==> src/mrtu_pkg.sv <==
// ----------------------------------------------------------------------------
// mrtu_pkg
// Shared constants and helper functions of the Modbus RTU slave frame engine.
// ----------------------------------------------------------------------------
package mrtu_pkg;

  localparam int COIL_COUNT_DEF     = 512;
  localparam int REG_COUNT_DEF      = 64;
  localparam int RESP_MAX_BYTES_DEF = 64;

  localparam int REQ_LEN       = 8;
  localparam int WIN_DEPTH     = 7;
  localparam int COIL_QTY_MAX  = 2000;
  localparam int HOLD_QTY_MAX  = 8;
  localparam int INPUT_REG_NUM = 4;

  localparam logic [7:0] FC_COILS = 8'h01;
  localparam logic [7:0] FC_HOLD  = 8'h03;
  localparam logic [7:0] FC_INPUT = 8'h04;
  localparam logic [7:0] FC_BCAST = 8'h65;

  localparam logic [1:0]  BOOT_MODE    = 2'd2;
  localparam logic [15:0] NO_ACK       = 16'hFFFF;
  localparam int          MODE_IDX_RST = 0;
  localparam logic [7:0]  SLAVE_RST    = 8'd3;

  localparam logic CFG_SLAVE_ADDR = 1'b0;
  localparam logic CFG_MODE_INDEX = 1'b1;

  function automatic logic [15:0] crc_byte(input logic [15:0] crc_in, input logic [7:0] data);
    logic [15:0] c;
    c = crc_in ^ {8'h00, data};
    for (int b = 0; b < 8; b++) begin
      c = c[0] ? ((c >> 1) ^ 16'hA001) : (c >> 1);
    end
    return c;
  endfunction

  function automatic logic [15:0] input_reg(input logic [1:0] idx);
    logic [15:0] v;
    unique case (idx)
      2'd0: v = 16'h0000;
      2'd1: v = 16'h0000;
      2'd2: v = 16'h0001;
      2'd3: v = 16'h0200;
    endcase
    return v;
  endfunction

endpackage

==> src/modbus_rtu_slave_frame_engine.sv <==
// ----------------------------------------------------------------------------
// modbus_rtu_slave_frame_engine
// Receive window scan, CRC check, request decode and response sequencing.
// ----------------------------------------------------------------------------
// Channel | Direction | Handshake          | Content
// in_     | input     | in_valid/in_ready  | rx byte or host mode command
// cfg_    | input     | cfg_valid/ready    | register index and write data
// out_    | output    | out_valid/ready    | response byte or status, plus status
//
// Per item: a mode command reads and updates the coil row and holding register
// (not if ignored); a plain byte is scanned, dropping bytes until an anchor,
// with a CRC pass per full window and a store update per broadcast; a response
// replaces the status load and reads data through each store's single port.
// Reset: synchronous; stores read their reset value through per-row valid bits.
// Stalls: the output register holds a result until taken; a new item is
// accepted once the final result of the last one is loaded.
module modbus_rtu_slave_frame_engine #(
  parameter int COIL_COUNT     = mrtu_pkg::COIL_COUNT_DEF,
  parameter int REG_COUNT      = mrtu_pkg::REG_COUNT_DEF,
  parameter int RESP_MAX_BYTES = mrtu_pkg::RESP_MAX_BYTES_DEF
) (
  input  logic        clk,
  input  logic        rst_n,
  input  logic        in_valid,
  output logic        in_ready,
  input  logic        in_cmd,
  input  logic [7:0]  in_rx_byte,
  input  logic [2:0]  in_mode_value,
  input  logic        cfg_valid,
  output logic        cfg_ready,
  input  logic        cfg_index,
  input  logic [7:0]  cfg_data,
  output logic        out_valid,
  input  logic        out_ready,
  output logic        out_tx_valid,
  output logic [7:0]  out_tx_byte,
  output logic        out_tx_last,
  output logic [1:0]  out_queued_mode,
  output logic [15:0] out_acked_mode,
  output logic        out_mode_coil_set,
  output logic [15:0] out_mode_reg_value,
  output logic [31:0] out_coil_reads,
  output logic [31:0] out_holding_reads,
  output logic [31:0] out_input_reads,
  output logic [31:0] out_broadcast_acks,
  output logic [31:0] out_crc_errors
);
  import mrtu_pkg::*;

  localparam int ROWS = (COIL_COUNT + 7) / 8;
  localparam int CAW  = (ROWS > 1) ? $clog2(ROWS) : 1;
  localparam int HAW  = $clog2(REG_COUNT);
  localparam int BW   = $clog2(RESP_MAX_BYTES + 1);

  typedef enum logic [16:0] {
    S_IDLE   = 17'b00000000000000001,
    S_CMD_RD = 17'b00000000000000010,
    S_CMD_WR = 17'b00000000000000100,
    S_SCAN   = 17'b00000000000001000,
    S_CRC    = 17'b00000000000010000,
    S_CHK    = 17'b00000000000100000,
    S_BC_RD  = 17'b00000000001000000,
    S_BC_WR  = 17'b00000000010000000,
    S_STAT   = 17'b00000000100000000,
    S_STAT2  = 17'b00000001000000000,
    S_EMIT   = 17'b00000010000000000,
    S_C1     = 17'b00000100000000000,
    S_C2     = 17'b00001000000000000,
    S_C3     = 17'b00010000000000000,
    S_HRD    = 17'b00100000000000000,
    S_HCAP   = 17'b01000000000000000,
    S_FINAL  = 17'b10000000000000000
  } state_t;

  typedef enum logic [1:0] {
    K_COIL  = 2'd0,
    K_HOLD  = 2'd1,
    K_INPUT = 2'd2,
    K_NONE  = 2'd3
  } resp_kind_t;

  state_t     state_r, state_nxt;
  logic [7:0] buf_r [REQ_LEN];
  logic [7:0] buf_nxt [REQ_LEN];
  logic [3:0] n_r, n_nxt;
  logic [7:0] slave_r, slave_nxt;
  logic [5:0] midx_r, midx_nxt;
  logic [1:0] pend_r, pend_nxt;
  logic [15:0] acked_r, acked_nxt;
  logic [31:0] cnt_coil_r, cnt_coil_nxt, cnt_hold_r, cnt_hold_nxt;
  logic [31:0] cnt_inp_r, cnt_inp_nxt, cnt_bc_r, cnt_bc_nxt, cnt_crc_r, cnt_crc_nxt;
  logic        resp_r, resp_nxt;
  resp_kind_t  kind_r, kind_nxt;
  logic [15:0] start_r, start_nxt, qty_r, qty_nxt;
  logic [BW-1:0] body_r, body_nxt, bi_r, bi_nxt;
  logic [15:0] crc_r, crc_nxt;
  logic [2:0]  crc_idx_r, crc_idx_nxt;
  logic        fetched_r, fetched_nxt;
  logic [7:0]  fbyte_r, fbyte_nxt, lo_r, lo_nxt;
  logic [13:0] row_r, row_nxt;
  logic        rinr_r, rinr_nxt;
  logic [15:0] word_r, word_nxt;
  logic        mcoil_r, mcoil_nxt;
  logic [15:0] mreg_r, mreg_nxt;

  logic        ov_r, ov_nxt;
  logic        otv_r, otv_nxt;
  logic [7:0]  otb_r, otb_nxt;
  logic        otl_r, otl_nxt;
  logic [1:0]  opm_r, opm_nxt;
  logic [15:0] oack_r, oack_nxt;
  logic        omc_r, omc_nxt;
  logic [15:0] omr_r, omr_nxt;
  logic [31:0] oc0_r, oc0_nxt, oc1_r, oc1_nxt, oc2_r, oc2_nxt, oc3_r, oc3_nxt, oc4_r, oc4_nxt;

  logic           coil_rd, coil_wr;
  logic [CAW-1:0] coil_addr;
  logic [7:0]     coil_wdata, coil_rdata;
  logic           hold_rd, hold_wr;
  logic [HAW-1:0] hold_addr;
  logic [15:0]    hold_wdata, hold_rdata;

  logic        is_bc, is_ours, anchor;
  logic [15:0] fp, fq;
  logic [13:0] bc_cnt;
  logic        coil_ok, hold_ok, input_ok;
  logic        mi_in_coil, mi_in_reg, st_in_coil, st_in_reg;
  logic [BW-1:0] dj;
  logic        in_data, last_byte, need_fetch, slot_free, load;
  logic [16:0] coil_s;
  logic [13:0] coil_row, row_p1;
  logic        row_in, row_p1_in;
  logic [HAW-1:0] hold_ra;
  logic [15:0] inp_val;
  logic [7:0]  emit_byte, fc_code, hi_row;
  logic [15:0] comb16;
  logic [7:0]  cbyte;

  mrtu_coil_mem #(.ROWS(ROWS), .AW(CAW)) u_coil (
    .clk(clk), .rst_n(rst_n), .rd_en(coil_rd), .wr_en(coil_wr),
    .addr(coil_addr), .wdata(coil_wdata), .rdata(coil_rdata)
  );

  mrtu_hold_mem #(.DEPTH(REG_COUNT), .AW(HAW)) u_hold (
    .clk(clk), .rst_n(rst_n), .rd_en(hold_rd), .wr_en(hold_wr),
    .addr(hold_addr), .wdata(hold_wdata), .rdata(hold_rdata)
  );

  assign in_ready  = (state_r == S_IDLE);
  assign cfg_ready = 1'b1;
  assign slot_free = !ov_r || out_ready;

  always_comb begin
    is_bc   = (buf_r[0] == 8'h00) && (buf_r[1] == FC_BCAST);
    is_ours = (buf_r[0] == slave_r) &&
              ((buf_r[1] == FC_COILS) || (buf_r[1] == FC_HOLD) || (buf_r[1] == FC_INPUT));
    anchor  = is_bc || is_ours;
    fp      = {buf_r[2], buf_r[3]};
    fq      = {buf_r[4], buf_r[5]};
    bc_cnt  = 14'((17'(fq) + 17'd7) >> 3);
    coil_ok = (fq != 16'd0) && (32'(fq) <= COIL_QTY_MAX) &&
              (32'(bc_cnt) + 32'd5 <= 32'(RESP_MAX_BYTES));
    hold_ok = (fq != 16'd0) && (32'(fq) <= HOLD_QTY_MAX) &&
              (32'(fp) + 32'(fq) <= 32'(REG_COUNT));
    input_ok = (fq != 16'd0) && (32'(fq) <= INPUT_REG_NUM) &&
               (32'(fp) + 32'(fq) <= INPUT_REG_NUM);
    mi_in_coil = 32'(midx_r) < 32'(COIL_COUNT);
    mi_in_reg  = 32'(midx_r) < 32'(REG_COUNT);
    st_in_coil = 32'(start_r) < 32'(COIL_COUNT);
    st_in_reg  = 32'(start_r) < 32'(REG_COUNT);

    dj        = bi_r - BW'(3);
    in_data   = (bi_r >= BW'(3)) && (bi_r < body_r);
    last_byte = (bi_r == body_r + BW'(1));
    coil_s    = 17'(start_r) + (17'(dj) << 3);
    coil_row  = coil_s[16:3];
    row_in    = 32'(coil_row) < 32'(ROWS);
    row_p1    = row_r + 14'd1;
    row_p1_in = 32'(row_p1) < 32'(ROWS);
    hold_ra   = HAW'(32'(start_r) + 32'(dj >> 1));
    inp_val   = input_reg(2'(start_r + 16'(dj >> 1)));
    need_fetch = in_data && !fetched_r &&
                 ((kind_r == K_COIL) || ((kind_r == K_HOLD) && !dj[0]));

    unique case (kind_r)
      K_COIL:  fc_code = FC_COILS;
      K_HOLD:  fc_code = FC_HOLD;
      K_INPUT: fc_code = FC_INPUT;
      default: fc_code = 8'h00;
    endcase

    priority if (bi_r == BW'(0)) begin
      emit_byte = slave_r;
    end else if (bi_r == BW'(1)) begin
      emit_byte = fc_code;
    end else if (bi_r == BW'(2)) begin
      emit_byte = 8'(body_r - BW'(3));
    end else if (in_data) begin
      unique case (kind_r)
        K_COIL:  emit_byte = fbyte_r;
        K_HOLD:  emit_byte = dj[0] ? word_r[7:0] : word_r[15:8];
        K_INPUT: emit_byte = dj[0] ? inp_val[7:0] : inp_val[15:8];
        default: emit_byte = 8'h00;
      endcase
    end else if (bi_r == body_r) begin
      emit_byte = crc_r[7:0];
    end else begin
      emit_byte = crc_r[15:8];
    end

    hi_row = rinr_r ? coil_rdata : 8'h00;
    comb16 = {hi_row, lo_r} >> start_r[2:0];
    for (int k = 0; k < 8; k++) begin
      cbyte[k] = comb16[k] && ((32'(dj) << 3) + 32'(k) < 32'(qty_r));
    end
  end

  always_comb begin
    state_nxt   = state_r;
    buf_nxt     = buf_r;
    n_nxt       = n_r;
    slave_nxt   = slave_r;
    midx_nxt    = midx_r;
    pend_nxt    = pend_r;
    acked_nxt   = acked_r;
    cnt_coil_nxt = cnt_coil_r;
    cnt_hold_nxt = cnt_hold_r;
    cnt_inp_nxt = cnt_inp_r;
    cnt_bc_nxt  = cnt_bc_r;
    cnt_crc_nxt = cnt_crc_r;
    resp_nxt    = resp_r;
    kind_nxt    = kind_r;
    start_nxt   = start_r;
    qty_nxt     = qty_r;
    body_nxt    = body_r;
    bi_nxt      = bi_r;
    crc_nxt     = crc_r;
    crc_idx_nxt = crc_idx_r;
    fetched_nxt = fetched_r;
    fbyte_nxt   = fbyte_r;
    lo_nxt      = lo_r;
    row_nxt     = row_r;
    rinr_nxt    = rinr_r;
    word_nxt    = word_r;
    mcoil_nxt   = mcoil_r;
    mreg_nxt    = mreg_r;
    load        = 1'b0;
    otv_nxt     = 1'b0;
    otb_nxt     = 8'h00;
    otl_nxt     = 1'b1;

    coil_rd    = 1'b0;
    coil_wr    = 1'b0;
    coil_addr  = '0;
    coil_wdata = 8'h00;
    hold_rd    = 1'b0;
    hold_wr    = 1'b0;
    hold_addr  = '0;
    hold_wdata = 16'h0000;

    if (cfg_valid) begin
      unique case (cfg_index)
        CFG_SLAVE_ADDR: slave_nxt = cfg_data;
        CFG_MODE_INDEX: midx_nxt  = cfg_data[5:0];
      endcase
    end

    unique case (state_r)
      S_IDLE: begin
        if (in_valid) begin
          resp_nxt = 1'b0;
          if (in_cmd) begin
            if (in_mode_value <= 3'd3) begin
              pend_nxt  = in_mode_value[1:0];
              state_nxt = S_CMD_RD;
            end else begin
              state_nxt = S_STAT;
            end
          end else begin
            buf_nxt[n_r[2:0]] = in_rx_byte;
            n_nxt     = n_r + 4'd1;
            state_nxt = S_SCAN;
          end
        end
      end
      S_CMD_RD: begin
        coil_rd   = mi_in_coil;
        coil_addr = CAW'(midx_r >> 3);
        state_nxt = S_CMD_WR;
      end
      S_CMD_WR: begin
        coil_wr    = mi_in_coil;
        coil_addr  = CAW'(midx_r >> 3);
        coil_wdata = coil_rdata | (8'd1 << midx_r[2:0]);
        hold_wr    = mi_in_reg;
        hold_addr  = HAW'(midx_r);
        hold_wdata = {14'd0, pend_r};
        state_nxt  = S_STAT;
      end
      S_SCAN: begin
        if (n_r < 4'd2) begin
          state_nxt = S_STAT;
        end else if (anchor) begin
          if (n_r < 4'(REQ_LEN)) begin
            state_nxt = S_STAT;
          end else begin
            crc_nxt     = 16'hFFFF;
            crc_idx_nxt = 3'd0;
            state_nxt   = S_CRC;
          end
        end else begin
          for (int i = 0; i < REQ_LEN - 1; i++) buf_nxt[i] = buf_r[i+1];
          n_nxt = n_r - 4'd1;
        end
      end
      S_CRC: begin
        crc_nxt = crc_byte(crc_r, buf_r[crc_idx_r]);
        if (crc_idx_r == 3'd5) begin
          state_nxt = S_CHK;
        end else begin
          crc_idx_nxt = crc_idx_r + 3'd1;
        end
      end
      S_CHK: begin
        if (crc_r == {buf_r[7], buf_r[6]}) begin
          n_nxt     = 4'd0;
          start_nxt = fp;
          qty_nxt   = fq;
          crc_nxt   = 16'hFFFF;
          bi_nxt    = '0;
          fetched_nxt = 1'b0;
          state_nxt = S_STAT;
          if (is_bc) begin
            cnt_bc_nxt = cnt_bc_r + 32'd1;
            state_nxt  = S_BC_RD;
          end else if (buf_r[1] == FC_COILS) begin
            kind_nxt = K_COIL;
            if (coil_ok) begin
              resp_nxt     = 1'b1;
              body_nxt     = BW'(32'd3 + 32'(bc_cnt));
              cnt_coil_nxt = cnt_coil_r + 32'd1;
            end
          end else if (buf_r[1] == FC_HOLD) begin
            kind_nxt = K_HOLD;
            if (hold_ok) begin
              resp_nxt     = 1'b1;
              body_nxt     = BW'(32'd3 + 2 * 32'(fq));
              cnt_hold_nxt = cnt_hold_r + 32'd1;
            end
          end else begin
            kind_nxt = K_INPUT;
            if (input_ok) begin
              resp_nxt    = 1'b1;
              body_nxt    = BW'(32'd3 + 2 * 32'(fq));
              cnt_inp_nxt = cnt_inp_r + 32'd1;
            end
          end
        end else begin
          cnt_crc_nxt = cnt_crc_r + 32'd1;
          for (int i = 0; i < REQ_LEN - 1; i++) buf_nxt[i] = buf_r[i+1];
          n_nxt     = n_r - 4'd1;
          state_nxt = S_SCAN;
        end
      end
      S_BC_RD: begin
        coil_rd   = st_in_coil && st_in_reg;
        coil_addr = CAW'(start_r >> 3);
        state_nxt = S_BC_WR;
      end
      S_BC_WR: begin
        if (st_in_reg) begin
          hold_wr    = 1'b1;
          hold_addr  = HAW'(start_r);
          hold_wdata = qty_r;
          coil_wr    = st_in_coil;
          coil_addr  = CAW'(start_r >> 3);
          coil_wdata = coil_rdata & ~(8'd1 << start_r[2:0]);
          if (start_r == 16'(midx_r)) acked_nxt = qty_r;
        end
        state_nxt = S_STAT;
      end
      S_STAT: begin
        coil_rd   = mi_in_coil;
        coil_addr = CAW'(midx_r >> 3);
        hold_rd   = mi_in_reg;
        hold_addr = HAW'(midx_r);
        state_nxt = S_STAT2;
      end
      S_STAT2: begin
        mcoil_nxt = mi_in_coil ? coil_rdata[midx_r[2:0]] : 1'b0;
        mreg_nxt  = mi_in_reg ? hold_rdata : 16'h0000;
        state_nxt = resp_r ? S_EMIT : S_FINAL;
      end
      S_EMIT: begin
        if (need_fetch) begin
          state_nxt = (kind_r == K_COIL) ? S_C1 : S_HRD;
        end else if (slot_free) begin
          load        = 1'b1;
          otv_nxt     = 1'b1;
          otb_nxt     = emit_byte;
          otl_nxt     = last_byte;
          fetched_nxt = 1'b0;
          bi_nxt      = bi_r + BW'(1);
          if (bi_r < body_r) crc_nxt = crc_byte(crc_r, emit_byte);
          if (last_byte) state_nxt = S_IDLE;
        end
      end
      S_C1: begin
        coil_rd   = row_in;
        coil_addr = CAW'(coil_row);
        row_nxt   = coil_row;
        rinr_nxt  = row_in;
        state_nxt = S_C2;
      end
      S_C2: begin
        lo_nxt    = rinr_r ? coil_rdata : 8'h00;
        coil_rd   = row_p1_in;
        coil_addr = CAW'(row_p1);
        rinr_nxt  = row_p1_in;
        state_nxt = S_C3;
      end
      S_C3: begin
        fbyte_nxt   = cbyte;
        fetched_nxt = 1'b1;
        state_nxt   = S_EMIT;
      end
      S_HRD: begin
        hold_rd   = 1'b1;
        hold_addr = hold_ra;
        state_nxt = S_HCAP;
      end
      S_HCAP: begin
        word_nxt    = hold_rdata;
        fetched_nxt = 1'b1;
        state_nxt   = S_EMIT;
      end
      S_FINAL: begin
        if (slot_free) begin
          load      = 1'b1;
          state_nxt = S_IDLE;
        end
      end
      default: state_nxt = S_IDLE;
    endcase

    ov_nxt   = load ? 1'b1 : (ov_r && !out_ready);
    opm_nxt  = load ? pend_r : opm_r;
    oack_nxt = load ? acked_r : oack_r;
    omc_nxt  = load ? mcoil_r : omc_r;
    omr_nxt  = load ? mreg_r : omr_r;
    oc0_nxt  = load ? cnt_coil_r : oc0_r;
    oc1_nxt  = load ? cnt_hold_r : oc1_r;
    oc2_nxt  = load ? cnt_inp_r : oc2_r;
    oc3_nxt  = load ? cnt_bc_r : oc3_r;
    oc4_nxt  = load ? cnt_crc_r : oc4_r;
    if (!load) begin
      otv_nxt = otv_r;
      otb_nxt = otb_r;
      otl_nxt = otl_r;
    end
  end

  always_ff @(posedge clk) begin
    if (!rst_n) begin
      state_r    <= S_IDLE;
      n_r        <= 4'd0;
      slave_r    <= SLAVE_RST;
      midx_r     <= 6'(MODE_IDX_RST);
      pend_r     <= BOOT_MODE;
      acked_r    <= NO_ACK;
      cnt_coil_r <= '0;
      cnt_hold_r <= '0;
      cnt_inp_r  <= '0;
      cnt_bc_r   <= '0;
      cnt_crc_r  <= '0;
      resp_r     <= 1'b0;
      fetched_r  <= 1'b0;
      ov_r       <= 1'b0;
    end else begin
      state_r    <= state_nxt;
      n_r        <= n_nxt;
      slave_r    <= slave_nxt;
      midx_r     <= midx_nxt;
      pend_r     <= pend_nxt;
      acked_r    <= acked_nxt;
      cnt_coil_r <= cnt_coil_nxt;
      cnt_hold_r <= cnt_hold_nxt;
      cnt_inp_r  <= cnt_inp_nxt;
      cnt_bc_r   <= cnt_bc_nxt;
      cnt_crc_r  <= cnt_crc_nxt;
      resp_r     <= resp_nxt;
      fetched_r  <= fetched_nxt;
      ov_r       <= ov_nxt;
    end
  end

  always_ff @(posedge clk) begin
    buf_r     <= buf_nxt;
    kind_r    <= kind_nxt;
    start_r   <= start_nxt;
    qty_r     <= qty_nxt;
    body_r    <= body_nxt;
    bi_r      <= bi_nxt;
    crc_r     <= crc_nxt;
    crc_idx_r <= crc_idx_nxt;
    fbyte_r   <= fbyte_nxt;
    lo_r      <= lo_nxt;
    row_r     <= row_nxt;
    rinr_r    <= rinr_nxt;
    word_r    <= word_nxt;
    mcoil_r   <= mcoil_nxt;
    mreg_r    <= mreg_nxt;
    otv_r     <= otv_nxt;
    otb_r     <= otb_nxt;
    otl_r     <= otl_nxt;
    opm_r     <= opm_nxt;
    oack_r    <= oack_nxt;
    omc_r     <= omc_nxt;
    omr_r     <= omr_nxt;
    oc0_r     <= oc0_nxt;
    oc1_r     <= oc1_nxt;
    oc2_r     <= oc2_nxt;
    oc3_r     <= oc3_nxt;
    oc4_r     <= oc4_nxt;
  end

  assign out_valid          = ov_r;
  assign out_tx_valid       = otv_r;
  assign out_tx_byte        = otb_r;
  assign out_tx_last        = otl_r;
  assign out_queued_mode    = opm_r;
  assign out_acked_mode     = oack_r;
  assign out_mode_coil_set  = omc_r;
  assign out_mode_reg_value = omr_r;
  assign out_coil_reads     = oc0_r;
  assign out_holding_reads  = oc1_r;
  assign out_input_reads    = oc2_r;
  assign out_broadcast_acks = oc3_r;
  assign out_crc_errors     = oc4_r;

endmodule

==> src/mrtu_coil_mem.sv <==
// ----------------------------------------------------------------------------
// mrtu_coil_mem
// Coil bit store, eight coils per row, one read or write per cycle.
// ----------------------------------------------------------------------------
module mrtu_coil_mem #(
  parameter int ROWS = 64,
  parameter int AW   = 6
) (
  input  logic          clk,
  input  logic          rst_n,
  input  logic          rd_en,
  input  logic          wr_en,
  input  logic [AW-1:0] addr,
  input  logic [7:0]    wdata,
  output logic [7:0]    rdata
);
  import mrtu_pkg::*;

  localparam logic [AW-1:0] RST_ROW  = AW'(MODE_IDX_RST / 8);
  localparam logic [7:0]    RST_BITS = 8'(1 << (MODE_IDX_RST % 8));

  logic [7:0]      mem_r [ROWS];
  logic [ROWS-1:0] vld_r;
  logic [7:0]      rdat_r;
  logic            rvld_r;
  logic            rrst_r;

  always_ff @(posedge clk) begin
    if (wr_en) begin
      mem_r[addr] <= wdata;
    end
    if (rd_en) begin
      rdat_r <= mem_r[addr];
      rvld_r <= vld_r[addr];
      rrst_r <= (addr == RST_ROW);
    end
  end

  always_ff @(posedge clk) begin
    if (!rst_n) begin
      vld_r <= '0;
    end else if (wr_en) begin
      vld_r[addr] <= 1'b1;
    end
  end

  assign rdata = rvld_r ? rdat_r : (rrst_r ? RST_BITS : 8'h00);

endmodule

==> src/mrtu_hold_mem.sv <==
// ----------------------------------------------------------------------------
// mrtu_hold_mem
// Holding register store, one read or write per cycle.
// ----------------------------------------------------------------------------
module mrtu_hold_mem #(
  parameter int DEPTH = 64,
  parameter int AW    = 6
) (
  input  logic          clk,
  input  logic          rst_n,
  input  logic          rd_en,
  input  logic          wr_en,
  input  logic [AW-1:0] addr,
  input  logic [15:0]   wdata,
  output logic [15:0]   rdata
);
  import mrtu_pkg::*;

  localparam logic [AW-1:0] RST_IDX = AW'(MODE_IDX_RST);

  logic [15:0]      mem_r [DEPTH];
  logic [DEPTH-1:0] vld_r;
  logic [15:0]      rdat_r;
  logic             rvld_r;
  logic             rrst_r;

  always_ff @(posedge clk) begin
    if (wr_en) begin
      mem_r[addr] <= wdata;
    end
    if (rd_en) begin
      rdat_r <= mem_r[addr];
      rvld_r <= vld_r[addr];
      rrst_r <= (addr == RST_IDX);
    end
  end

  always_ff @(posedge clk) begin
    if (!rst_n) begin
      vld_r <= '0;
    end else if (wr_en) begin
      vld_r[addr] <= 1'b1;
    end
  end

  assign rdata = rvld_r ? rdat_r : (rrst_r ? {14'd0, BOOT_MODE} : 16'h0000);

endmodule

==> config.mk <==
export PLATFORM = sky130hd
export DESIGN_NAME = modbus_rtu_slave_frame_engine
export DESIGN_NICKNAME = d
export VERILOG_FILES = /design/src/mrtu_pkg.sv /design/src/modbus_rtu_slave_frame_engine.sv /design/src/mrtu_coil_mem.sv /design/src/mrtu_hold_mem.sv
export SDC_FILE = /design/constraint.sdc
export NUM_CORES = 2
export LEC_CHECK = 0
export BUFFER_PORTS_ARGS = -buffer_cell sky130_fd_sc_hd__buf_2
export CAP_MARGIN = 20
export CORE_MARGIN = 3
export CORE_UTILIZATION = 35
export DETAILED_ROUTE_END_ITERATION = 8
export GPL_TIMING_DRIVEN = 0
export PLACE_DENSITY = 0.58
export SLEW_MARGIN = 20
export SYNTH_ARGS = -nofsm -noshare
export SYNTH_HDL_FRONTEND = slang
export SYNTH_SLANG_ARGS = --single-unit
==> constraint.sdc <==
create_clock -name clk -period 19.8 [get_ports clk]
set_input_delay 1.98 -clock clk [delete_from_list [all_inputs] [get_ports clk]]
set_output_delay 1.98 -clock clk [all_outputs]
set_load 0.01 [all_outputs]
==> results.cfg <==
[logic_synthesis]
syn_area_um2 = 94600
synth_edf_count = 1964
synthArstFlopShare = 0
synth.area.top_cells = edfxtp_1 (62%), dfxtp_1 (7.3%), nand2_1 (2.6%)
ys_seq_area_frac = 0.697
synthCells = 6929
syn_avg_cell_area_um2 = 13.6
netlist.area_leader.share = 0.624
ys_ff_latch = 2308
ys_types = 104
yosys.area.top_type = edfxtp_1
yosysWarnings = 0
synthFlopType = edfxtp_1

[setup_path]
crit_path_frequent_cell = nor2_1
endpoint_kind = flip-flop
critPathTopFamily = buffers and inverters
cp-start-kind = flip-flop
crit_fanout = 10
cpPeakStageDelay_ps = 1100
cp_data_arrival_time_ps = 9930
path_cells = buf_1 > inv_1 > nor2_1 > nor2_1 > xor2_1 > ha_1 > a21oi_1 > xnor2_1 > nor2_1 > a221oi_1 > clkbuf_1 > clkbuf_1 > nand3_1 > nor2_4 > buf_16
crit_type = flip-flop to flip-flop
cpMaxStageDelayCell = nand3_1
required_ps = 20390
worst-path-buf-inv = 5

[clock_tree]
clk_path_buf_depth = 4
cts_tree = yes
ctsResizeCount = 0
cts_sinks = 2308
cts-hold-fix-buffers = 0
htree_levels = 4
root_buffer = clkbuf_16
cts_made_buffers = 237
path_clk_slew_ps = 60
clock_latency_ps = 930
post_cts_buffers = 0

[drt]
drt_iter0_drc = 11400
wl_met3_um = 46700
drc = 0
wire_per_inst_um = 31.4
viasPerCell = 5.84
topRoutingLayerUsed = met5
wl_met1_um = 137000
ant_nets = 0
drtPass1Iterations = 9
dr_wl_met2_um = 161000
vias = 68500
routed_wl_um = 369000

[floorplanning]
coreArea_um2 = 268000
rows = 190
die_w_um = 526
dieHeight_um = 526
die-area_um2 = 276000
initial_core_util = 0.352
io_pins = 234

[grt]
grt_max_degree = 65
grt_pass1_wl_um = 505000
grt_pass1_vias = 64100
antenna_found_initial = 27
track_usage = 0.257
grt.overflow.total = 0

[final_layout]
drive_above_1_share = 0.141
mostFrequentLayoutCells = edfxtp_1 (1964), nand2_1 (643), conb_1 (449)
mostFrequentLayoutCell = edfxtp_1
fillers = 24500
design_area_um2 = 113000
nets = 8077
syn2layout_area_growth_pct = 19.9
regArea_um2 = 65900
multi_input_area_um2 = 29100
fin_util = 0.422

[worst_hold_path]
hp-class = flip-flop to flip-flop

[sta]
min_period_ps = 9340
slew_violations = 0
finalCritPeriodShare = 0.472
setup_tns_ps = 0
rsz0062_at_grt = no
fmax_ghz = 0.107
finClkSkew_ps = 110
hold_violations = 0
slew_headroom = 0.128
finalSetupViolCount = 0
worstMarginPinSlew_ps = 1310

[power_and_ir_drop]
pwr-share-clk = 0.447
swShare = 0.212
p_int_mw = 7.83
irDropWorstVdd_mv = 0.0868
p_leak_nw = 37.6
power.density_nw_per_um2 = 87.6
power.total_mw = 9.93
seq_power_share = 0.532
pwr-share-comb = 0.021
power.switching_mw = 2.10

[placement]
port-buffer-count = 230
gp_congestion = 0.992
placedInstanceArea_um2 = 106000
dpl.hpwl_um = 258000

[run_status]
status = complete, no violations

[flow_run]
maxCapViolCount = 0
==> power by group through the flow <==
stage / clock, mW / sequential (mW) / combinational (mW)
after detailed placement: 0 / 5.38 / 0.201
final: 4.44 / 5.28 / 0.210
after global placement: 0 / 5.38 / 0.197
after floorplan: 0 / 5.37 / 0.130
after CTS: 4.46 / 5.28 / 0.202
after global routing: 4.65 / 5.28 / 0.226
==> state kept, by name (all words and copies together), names as in the netlist, 17 cells and up <==
signal,cells
u_coil.mem_r,512
cnt_inp_r,32
buf_r,64
out_broadcast_acks,32
u_hold.mem_r,1024
u_hold.vld_r,64
out_input_reads,32
cnt_crc_r,32
out_coil_reads,32
cnt_coil_r,32
out_crc_errors,32
u_coil.vld_r,64
cnt_bc_r,32
cnt_hold_r,32
state_r,17
out_holding_reads,32
==> stage by stage <==
step / instances / hold slack [ps] / setup slack (ps)
2_1_floorplan: 7376 / 400 / 7670
3_3_place_gp: 11200 / 401 / 2190
3_5_place_dp: 11300 / 406 / 10750
4_1_cts: 11700 / 362 / 10800
5_1_grt: 11700 / 384 / 10440
6_report: 11700 / 365 / 10460
==> area by class of cell <==
| cell class | count | area share |
|---|---|---|
| sequential | 2308 | 0.581 |
| multi-input combinational | 4575 | 0.257 |
| clock buffer | 313 | 0.0578 |
| tap | 3552 | 0.0392 |
| timing repair buffer | 370 | 0.0364 |
| buffer | 384 | 0.0158 |
| clock inverter | 112 | 0.00891 |
| inverter | 109 | 0.00361 |
| antenna | 9 | 0.000199 |
==> cell families (layout without fill, tap and decap cells) <==
group	count (synthesis)	after routing	synth area share
AOI/OAI and AO/OA	1595	1595	0.118
xor gates and xnor gates	194	194	0.0184
adders and majority gates	66	66	0.00897
buffers and inverters	493	1288	0.0228
DFF	2308	2308	0.697
muxes	293	293	0.0346
other	2	458	0.0000794
and+or+nand+nor	1978	1978	0.100
==> cell usage after synthesis (all sizes together) (57+ instances only) <==
cell and n:
and3 71, a221oi 126, xnor2 91, and2 110, a22o 118, or3 81
nor2 481, a22oi 110, nor3 98, dfxtp 344, xor2 100, nand4 65
ha 63, inv 109, nand2 644, o2bb2ai 57, o21ai 224, buf 160
mux2 68, clkbuf 224, mux2i 205, nand3 215, a222oi 64, edfxtp 1964
a211oi 72, a21oi 443
==> worst paths after layout <==
kind                                 from                       endpoint  slack (ps)  cells after the start
setup / recovery    bi_r[0]$_SDFFCE_PN0P_  u_hold.mem_r[21][5]$_DFFE_PP_       10460                     15
hold / removal    acked_r[6]$_SDFFE_PN1P_    out_acked_mode[6]$_DFFE_PP_         370                      0
setup reg to reg    bi_r[0]$_SDFFCE_PN0P_  u_hold.mem_r[21][5]$_DFFE_PP_       10460                     15
hold reg to reg   acked_r[6]$_SDFFE_PN1P_    out_acked_mode[6]$_DFFE_PP_         370                      0
==> per-layer routing <==
layer  GRT usage  vias to the layer above
li1            -                    28500
met1       0.332                    34100
met2       0.394                     4825
met3      0.0737                     1030
met4       0.134                       12
met5           0                        -
==> worst register-to-register path, cell delays in order, from the launching register on <==
cell      delay [ps]
edfxtp_1         680
buf_1            870
inv_1            620
nor2_1           410
nor2_1            90
xor2_1           730
ha_1             410
a21oi_1          220
xnor2_1          150
nor2_1           100
a221oi_1         690
clkbuf_1         980
clkbuf_1         900
nand3_1         1110
nor2_4           870
buf_16           240
Power figures use the tool's default switching activity.
